==> config.mk <==
export PLATFORM = sky130hd
export DESIGN_NAME = infix_to_postfix_converter_top
export DESIGN_NICKNAME = d
export VERILOG_FILES = /design/src/rtl/i2p_pkg.sv /design/src/rtl/i2p_cell.sv /design/src/rtl/i2p_ctrl.sv /design/src/rtl/infix_to_postfix_converter_top.sv
export SDC_FILE = /design/constraint.sdc
export NUM_CORES = 1
export LEC_CHECK = 0
export BUFFER_PORTS_ARGS = -buffer_cell sky130_fd_sc_hd__buf_2
export CORE_AREA = 3 3 117 119
export DETAILED_ROUTE_END_ITERATION = 12
export DIE_AREA = 0 0 120 122
export PLACE_DENSITY = 0.67
export RECOVER_POWER = 25
export SYNTH_ARGS = -nofsm -noshare
export SYNTH_HDL_FRONTEND = slang
export SYNTH_SLANG_ARGS = --single-unit
export TNS_END_PERCENT = 100
==> constraint.sdc <==
create_clock -name clk -period 4.4 [get_ports clk]
set_clock_uncertainty 0.2 [all_clocks]
set_input_delay 0.44 -clock clk [delete_from_list [all_inputs] [get_ports clk]]
set_output_delay 0.44 -clock clk [all_outputs]
set_load 0.005 [all_outputs]
==> src/rtl/i2p_pkg.sv <==
// Shared types, constants and functions of the infix-to-postfix converter.
// No dependencies.
package i2p_pkg;

  localparam int STACK_DEPTH = 32;
  localparam int MAX_RESULTS = 32;
  localparam int CNT_W       = $clog2(STACK_DEPTH + 1);
  localparam int EMIT_W      = $clog2(MAX_RESULTS + 1);

  localparam logic [7:0] CH_ADD   = 8'h2B;
  localparam logic [7:0] CH_SUB   = 8'h2D;
  localparam logic [7:0] CH_MUL   = 8'h2A;
  localparam logic [7:0] CH_DIV   = 8'h2F;
  localparam logic [7:0] CH_MOD   = 8'h25;
  localparam logic [7:0] CH_POW   = 8'h5E;
  localparam logic [7:0] CH_OPEN  = 8'h28;
  localparam logic [7:0] CH_CLOSE = 8'h29;

  typedef enum logic [2:0] {
    OP_OPEN = 3'd0,
    OP_ADD  = 3'd1,
    OP_SUB  = 3'd2,
    OP_MUL  = 3'd3,
    OP_DIV  = 3'd4,
    OP_MOD  = 3'd5,
    OP_POW  = 3'd6
  } op_code_t;

  // Command broadcast to every stack cell.
  typedef struct packed {
    logic       push;
    logic       pop;
    logic [2:0] code;
  } stack_cmd_t;

  function automatic logic [1:0] op_prec(input logic [2:0] c);
    case (c)
      OP_ADD, OP_SUB:         op_prec = 2'd1;
      OP_MUL, OP_DIV, OP_MOD: op_prec = 2'd2;
      OP_POW:                 op_prec = 2'd3;
      default:                op_prec = 2'd0;
    endcase
  endfunction

  function automatic logic [7:0] op_char(input logic [2:0] c);
    case (c)
      OP_ADD:  op_char = CH_ADD;
      OP_SUB:  op_char = CH_SUB;
      OP_MUL:  op_char = CH_MUL;
      OP_DIV:  op_char = CH_DIV;
      OP_MOD:  op_char = CH_MOD;
      OP_POW:  op_char = CH_POW;
      default: op_char = CH_OPEN;
    endcase
  endfunction

endpackage

==> src/rtl/i2p_cell.sv <==
// One stack cell: holds a 3-bit operator code and shifts with its neighbors.
// Depends on i2p_pkg.
module i2p_cell
  import i2p_pkg::*;
(
  input  logic       clk,
  input  stack_cmd_t cmd,
  input  logic [2:0] above,
  input  logic [2:0] below,
  output logic [2:0] code
);

  // Push shifts toward the bottom, pop shifts toward the top.
  always_ff @(posedge clk) begin
    if (cmd.push) begin
      code <= above;
    end else if (cmd.pop) begin
      code <= below;
    end
  end

endmodule

==> src/rtl/i2p_ctrl.sv <==
// Sequencer: classifies each character, drives pops and pushes on the cell
// row and holds the output beat register. Depends on i2p_pkg.
module i2p_ctrl
  import i2p_pkg::*;
(
  input  logic       clk,
  input  logic       rst,
  input  logic       s_tvalid,
  output logic       s_tready,
  input  logic [7:0] s_tdata,
  input  logic       s_tuser,
  output logic       m_tvalid,
  input  logic       m_tready,
  output logic [7:0] m_tdata,
  output logic       m_tlast,
  input  logic [2:0] top_code,
  input  logic [2:0] second_code,
  output stack_cmd_t cmd
);

  typedef enum logic { ST_IDLE, ST_BUSY } state_t;

  typedef enum logic [2:0] {
    CL_FLUSH, CL_OPERAND, CL_OPEN, CL_CLOSE, CL_OPER, CL_IGNORE
  } class_t;

  state_t              state;
  class_t              cls;
  logic [7:0]          sym;
  logic [2:0]          opc;
  logic [CNT_W-1:0]    count;
  logic [EMIT_W-1:0]   n;

  logic slot_free;
  logic top_pops;
  logic next_pops;
  logic full;
  logic empty;
  logic beat_load;

  function automatic logic [2:0] char_code(input logic [7:0] ch);
    case (ch)
      CH_ADD:  char_code = OP_ADD;
      CH_SUB:  char_code = OP_SUB;
      CH_MUL:  char_code = OP_MUL;
      CH_DIV:  char_code = OP_DIV;
      CH_MOD:  char_code = OP_MOD;
      CH_POW:  char_code = OP_POW;
      default: char_code = OP_OPEN;
    endcase
  endfunction

  function automatic class_t classify(input logic k, input logic [7:0] ch);
    if (k) begin
      classify = CL_FLUSH;
    end else if ((ch >= 8'h30 && ch <= 8'h39) || (ch >= 8'h41 && ch <= 8'h5A) ||
                 (ch >= 8'h61 && ch <= 8'h7A)) begin
      classify = CL_OPERAND;
    end else if (ch == CH_OPEN) begin
      classify = CL_OPEN;
    end else if (ch == CH_CLOSE) begin
      classify = CL_CLOSE;
    end else if (char_code(ch) != OP_OPEN) begin
      classify = CL_OPER;
    end else begin
      classify = CL_IGNORE;
    end
  endfunction

  // Whether an entry on top of the stack is popped by the item in hand.
  function automatic logic pop_rule(input class_t c, input logic [2:0] t,
                                    input logic [2:0] inc);
    logic [1:0] tp;
    logic [1:0] ip;
    tp = op_prec(t);
    ip = op_prec(inc);
    case (c)
      CL_FLUSH: pop_rule = 1'b1;
      CL_CLOSE: pop_rule = (t != OP_OPEN);
      CL_OPER:  pop_rule = (t != OP_OPEN) &&
                           ((tp > ip) || ((tp == ip) && (inc != OP_POW)));
      default:  pop_rule = 1'b0;
    endcase
  endfunction

  assign s_tready  = (state == ST_IDLE);
  assign slot_free = !m_tvalid || m_tready;
  assign full      = (count == CNT_W'(STACK_DEPTH));
  assign empty     = (count == '0);
  assign top_pops  = pop_rule(cls, top_code, opc) && !empty &&
                     (n != EMIT_W'(MAX_RESULTS));
  // The pop after this one, judged on the entry below the top.
  assign next_pops = pop_rule(cls, second_code, opc) && (count > CNT_W'(1)) &&
                     (n != EMIT_W'(MAX_RESULTS - 1));
  assign beat_load = (state == ST_BUSY) && slot_free &&
                     (top_pops || (cls == CL_OPERAND));

  always_comb begin
    cmd.push = 1'b0;
    cmd.pop  = 1'b0;
    cmd.code = opc;
    if (state == ST_BUSY) begin
      if (top_pops) begin
        cmd.pop = slot_free;
      end else begin
        case (cls)
          CL_OPEN: begin
            cmd.push = !full;
            cmd.code = OP_OPEN;
          end
          CL_OPER:  cmd.push = !full;
          CL_CLOSE: cmd.pop  = !empty && (top_code == OP_OPEN);
          default:  cmd.pop  = 1'b0;
        endcase
      end
    end
  end

  always_ff @(posedge clk) begin
    if (rst) begin
      state    <= ST_IDLE;
      count    <= '0;
      n        <= '0;
      m_tvalid <= 1'b0;
    end else begin
      if (beat_load) begin
        m_tvalid <= 1'b1;
      end else if (m_tready) begin
        m_tvalid <= 1'b0;
      end
      if (cmd.push) begin
        count <= count + CNT_W'(1);
      end else if (cmd.pop) begin
        count <= count - CNT_W'(1);
      end
      unique case (state)
        ST_IDLE: begin
          if (s_tvalid) begin
            cls   <= classify(s_tuser, s_tdata);
            sym   <= s_tdata;
            opc   <= char_code(s_tdata);
            n     <= '0;
            state <= ST_BUSY;
          end
        end
        ST_BUSY: begin
          if (top_pops) begin
            if (slot_free) begin
              m_tdata  <= op_char(top_code);
              m_tlast  <= !next_pops;
              n        <= n + EMIT_W'(1);
            end
          end else if (cls == CL_OPERAND) begin
            if (slot_free) begin
              m_tdata  <= sym;
              m_tlast  <= 1'b1;
              state    <= ST_IDLE;
            end
          end else begin
            state <= ST_IDLE;
          end
        end
        default: state <= ST_IDLE;
      endcase
    end
  end

endmodule

==> src/rtl/infix_to_postfix_converter_top.sv <==
// Channel  | dir | tdata          | tuser     | tlast
// s_*      | in  | [7:0] symbol_in | kind     | -
// m_*      | out | [7:0] symbol_out| -        | last
//
// Items are taken only while idle; for each, the sequencer emits one symbol
// per pop, then pushes, emits or drops the item, with a single pop per
// cycle on the cell row. Output beats sit in one register; a stall there holds
// the sequencer. Synchronous reset empties the stack at once; no clearing pass.
// Depends on i2p_pkg, i2p_cell, i2p_ctrl.
module infix_to_postfix_converter_top
  import i2p_pkg::*;
(
  input  logic       clk,
  input  logic       rst,
  input  logic       s_tvalid,
  output logic       s_tready,
  input  logic [7:0] s_tdata,   // [7:0] symbol_in
  input  logic       s_tuser,   // [0] kind
  output logic       m_tvalid,
  input  logic       m_tready,
  output logic [7:0] m_tdata,   // [7:0] symbol_out
  output logic       m_tlast
);

  stack_cmd_t cmd;
  logic [2:0] cell_code [STACK_DEPTH];

  i2p_ctrl u_ctrl (
    .clk         (clk),
    .rst         (rst),
    .s_tvalid    (s_tvalid),
    .s_tready    (s_tready),
    .s_tdata     (s_tdata),
    .s_tuser     (s_tuser),
    .m_tvalid    (m_tvalid),
    .m_tready    (m_tready),
    .m_tdata     (m_tdata),
    .m_tlast     (m_tlast),
    .top_code    (cell_code[0]),
    .second_code (cell_code[1]),
    .cmd         (cmd)
  );

  // Cell 0 is the top of the stack.
  for (genvar i = 0; i < STACK_DEPTH; i++) begin : g_cell
    logic [2:0] above;
    logic [2:0] below;
    if (i == 0) begin : g_first
      assign above = cmd.code;
    end else begin : g_mid
      assign above = cell_code[i-1];
    end
    if (i == STACK_DEPTH - 1) begin : g_bottom
      assign below = cell_code[i];
    end else begin : g_inner
      assign below = cell_code[i+1];
    end
    i2p_cell u_cell (
      .clk   (clk),
      .cmd   (cmd),
      .above (above),
      .below (below),
      .code  (cell_code[i])
    );
  end

endmodule

==> flow_summary.json <==
{
  "status": "completed",
  "post-route-drc-count": 0,
  "wirelength_per_cell_um": 15.3,
  "crit_path_end_kind": "flip-flop",
  "powerDensity_nw_per_um2": 410,
  "grt_pass1_wl_um": 17100,
  "rsz0062_at_grt": "false",
  "areaGrowthSynthToFinish_pct": 13.0,
  "num_antenna_cells": 0,
  "timing.critical_path.buf_inv": 2,
  "postSynthNetCount": 474,
  "grt_start_max_net_pins": 100,
  "cts.htree.levels": 4,
  "detail-route-antenna-nets": 0,
  "place.detailed.hpwl_um": 6640,
  "synth_top_area_share_pct": 56.8,
  "post_synth_main_area_contributors": "sky130_fd_sc_hd__edfxtp_1, sky130_fd_sc_hd__mux2_2, sky130_fd_sc_hd__dfxtp_1, sky130_fd_sc_hd__ha_1, sky130_fd_sc_hd__nand2_1",
  "seq_power_share_pct": 48.5,
  "avgSynthCellArea_um2": 13.9,
  "drt-initial-drc-count": 311,
  "rows": 41,
  "hold_path_class": "in2reg",
  "cts_num_sinks": 133,
  "cp_max_fo": 35,
  "period_minus_slack_ns": 3.90,
  "cp_cell_sequence": "nor3b_1, nor2_1, ha_1, and3_4, o32a_4, nor3_1, a41oi_4, clkinvlp_4, buf_12",
  "fp.dieArea_um2": 14600,
  "cts_max_path_buffers": 2,
  "cpPeakStageDelay_ns": 0.77,
  "arrival_ns": 3.80,
  "postCtsResizedCells": 0,
  "number_of_antenna_violations_at_the_first_check_in_global_routing": 0,
  "clock_network_fraction_of_design_power_pct": 47.0,
  "crit_slowest_cell": "sky130_fd_sc_hd__nor3_1",
  "multiInputGateArea_um2": 2260,
  "asyncSetResetFlopFracSynth_pct": 0,
  "postSynthCellCount": 451,
  "global_route.overflow_total": 0,
  "register_area_um2": 3850,
  "yosysTopAreaCell": "sky130_fd_sc_hd__edfxtp_1",
  "power.net_switching_mw": 0.580,
  "report.final.setup_viol": 0,
  "cts_tree": "done",
  "worst_pin_slew_ns": 1.15,
  "min_period_over_period_pct": 88.6,
  "setup_ws_ns": 0.501,
  "setup.worst_path.class": "reg2reg",
  "drt_pass1_iterations": 4,
  "netlist_area_um2": 6290,
  "design.final.nets": 501,
  "overall_global_routing_resource_usage_pct": 15.1,
  "crit_family": "simple AND/OR/NAND/NOR gates",
  "ys_types": 57,
  "io_buffer_count": 23,
  "gpl.final_weighted_congestion": 0.775,
  "setup-tns-final_ns": 0,
  "power.combinational.fraction_pct": 4.4,
  "cts.hold.buffers_added": 0,
  "share_of_final_layout_standard_cells_stronger_than_drive_strength_1_pct": 28.2,
  "layout.filler_cells": 1068,
  "cts-buffers-inserted": 17,
  "clock_insertion_delay_at_the_later_pin_of_the_skew_report_ns": 0.41,
  "worst-endpoint-required_ns": 4.30,
  "y_dimension_of_the_die_um": 122,
  "floorplan.initialDensity_pct": 49.6,
  "power.leakage_nw": 2.41,
  "synth_enable_flop_cells": 119,
  "timing.max_cap.violations": 0,
  "die_w_um": 120,
  "slew_viol_final": 0,
  "coreArea_um2": 12700,
  "ys_seq_area_share_pct": 61.3,
  "design.portCount": 24,
  "postSynthRegisterBits": 133,
  "clk_pin_slew_worst_paths_ns": 0.06,
  "mean_number_of_vias_per_cell": 5.35,
  "post-cts-setup-buffers": 0,
  "worstSetupStartpointType": "flip-flop",
  "grt_pass1_vias": 3553,
  "dp_slack_ns": 0.590,
  "highest_clock_rate_ghz": 0.256,
  "synth.yosys.warnings": 0,
  "max-vdd-ir-drop_v": 0.000257,
  "routed-via-count": 3543,
  "hold_viol_final": 0,
  "power.share.switching_pct": 19.9,
  "slew_headroom_pct": 23.3,
  "routed_wirelength_um": 10100,
  "synth_flop_cell": "sky130_fd_sc_hd__edfxtp_1",
  "ctsRootBufferMaster": "sky130_fd_sc_hd__clkbuf_16",
  "power_internal_mw": 2.33
}
-- layout make-up --
type                            instances  share of cell area, %
Clock inverter                         11                   1.90
Sequential cell                       133                   54.2
Multi-Input combinational cell        287                   31.8
Inverter                               11                  0.634
Tap cell                              172                   3.03
Timing Repair Buffer                   28                   2.29
Clock buffer                           20                   6.14
-- power by group through the flow --
stage / Sequential [mW] / Clock (mW) / Combinational [mW]
floorplan: 1.43 / 0 / 0.102
global placement: 1.44 / 0 / 0.129
detailed placement: 1.44 / 0 / 0.133
CTS: 1.41 / 1.41 / 0.134
global route: 1.42 / 1.46 / 0.144
finish: 1.41 / 1.37 / 0.129
-- through the flow --
stage               utilization [%]  hold slack, ns  std cells  total power [mW]  instance area [µm²]
finish                         56.1           0.110        662              2.91                 7110
global route                   56.1           0.103        662              3.03                 7110
CTS                            56.4          0.0249        662              2.96                 7150
detailed placement             51.9           0.230        631              1.57                 6570
global placement               51.9           0.229        631              1.57                 6570
floorplan                         -           0.220        451              1.54                 6290
-- synthesized netlist by cell type (all sizes together) (3+ instances only) --
master    n
nand3    10
inv      11
edfxtp  119
nor3      9
xnor2     6
nand2b    5
xor2      4
nand2    34
ha       10
dfxtp    14
nor3b     4
clkbuf    5
nor2b     7
nor2     26
a21oi    19
buf      15
mux2     93
and3      4
o21ai    17
nor4      3
-- final timing paths --
| check | cells after the start | to | startpoint | slack [ns] |
|---|---|---|---|---|
| worst max-delay path | 9 | g_cell[7].u_cell.code[2] | g_cell[0].u_cell.code[2] | 0.50 |
| worst min-delay path | 1 | u_ctrl.sym[5] | s_tdata[5] | 0.11 |
| worst max register to register | 9 | g_cell[7].u_cell.code[2] | g_cell[0].u_cell.code[2] | 0.50 |
| worst min register to register | 0 | g_cell[31].u_cell.code[0] | g_cell[30].u_cell.code[0] | 0.24 |
-- registers in the layout (all words and copies together), names as in the netlist --
name and cells:
u_ctrl.cls 3, u_ctrl.m_tlast 1, u_ctrl.m_tdata 8, u_ctrl.n 6, u_ctrl.opc 3, u_ctrl.m_tvalid 1
u_ctrl.sym 8, g_cell.u_cell.code 96, u_ctrl.state 1, u_ctrl.count 6
-- cells by family after synthesis --
| family | Yosys count | share of synthesized area (%) |
|---|---|---|
| and+or+nand+nor | 118 | 10.2 |
| adders and majority gates | 10 | 1.99 |
| AOI/OAI and AO/OA | 56 | 5.89 |
| muxes | 93 | 16.7 |
| DFF | 133 | 61.3 |
| xor gates and xnor gates | 10 | 1.39 |
| buffers and inverters | 31 | 2.63 |
-- cell usage in the layout, fill, tap and decap left out, types with 4 or more instances in the layout --
| cell | count |
|---|---|
| sky130_fd_sc_hd__nand2b_1 | 5 |
| sky130_fd_sc_hd__nor2_1 | 26 |
| sky130_fd_sc_hd__clkbuf_16 | 17 |
| sky130_fd_sc_hd__xnor2_1 | 6 |
| sky130_fd_sc_hd__clkinv_2 | 6 |
| sky130_fd_sc_hd__nand3_1 | 10 |
| sky130_fd_sc_hd__ha_1 | 10 |
| sky130_fd_sc_hd__inv_1 | 10 |
| sky130_fd_sc_hd__a21oi_1 | 19 |
| sky130_fd_sc_hd__nor3_1 | 7 |
| sky130_fd_sc_hd__mux2_1 | 4 |
| sky130_fd_sc_hd__dfxtp_1 | 14 |
| sky130_fd_sc_hd__clkbuf_1 | 21 |
| sky130_fd_sc_hd__edfxtp_1 | 119 |
| sky130_fd_sc_hd__buf_2 | 7 |
| sky130_fd_sc_hd__nor2b_1 | 7 |
| sky130_fd_sc_hd__mux2_2 | 89 |
| sky130_fd_sc_hd__nand2_1 | 33 |
| sky130_fd_sc_hd__nor3b_1 | 4 |
| sky130_fd_sc_hd__xor2_1 | 4 |
| sky130_fd_sc_hd__o21ai_0 | 17 |
-- metal layers --
metal	vias up	share of wire [%]	track usage (%)
li1	1755	-	-
met1	1710	46	18.1
met2	60	49	24.3
met3	18	3.7	5.76
met4	0	2.0	6.51
met5	-	0	0
No activity file was read; power rests on OpenSTA's default activity.
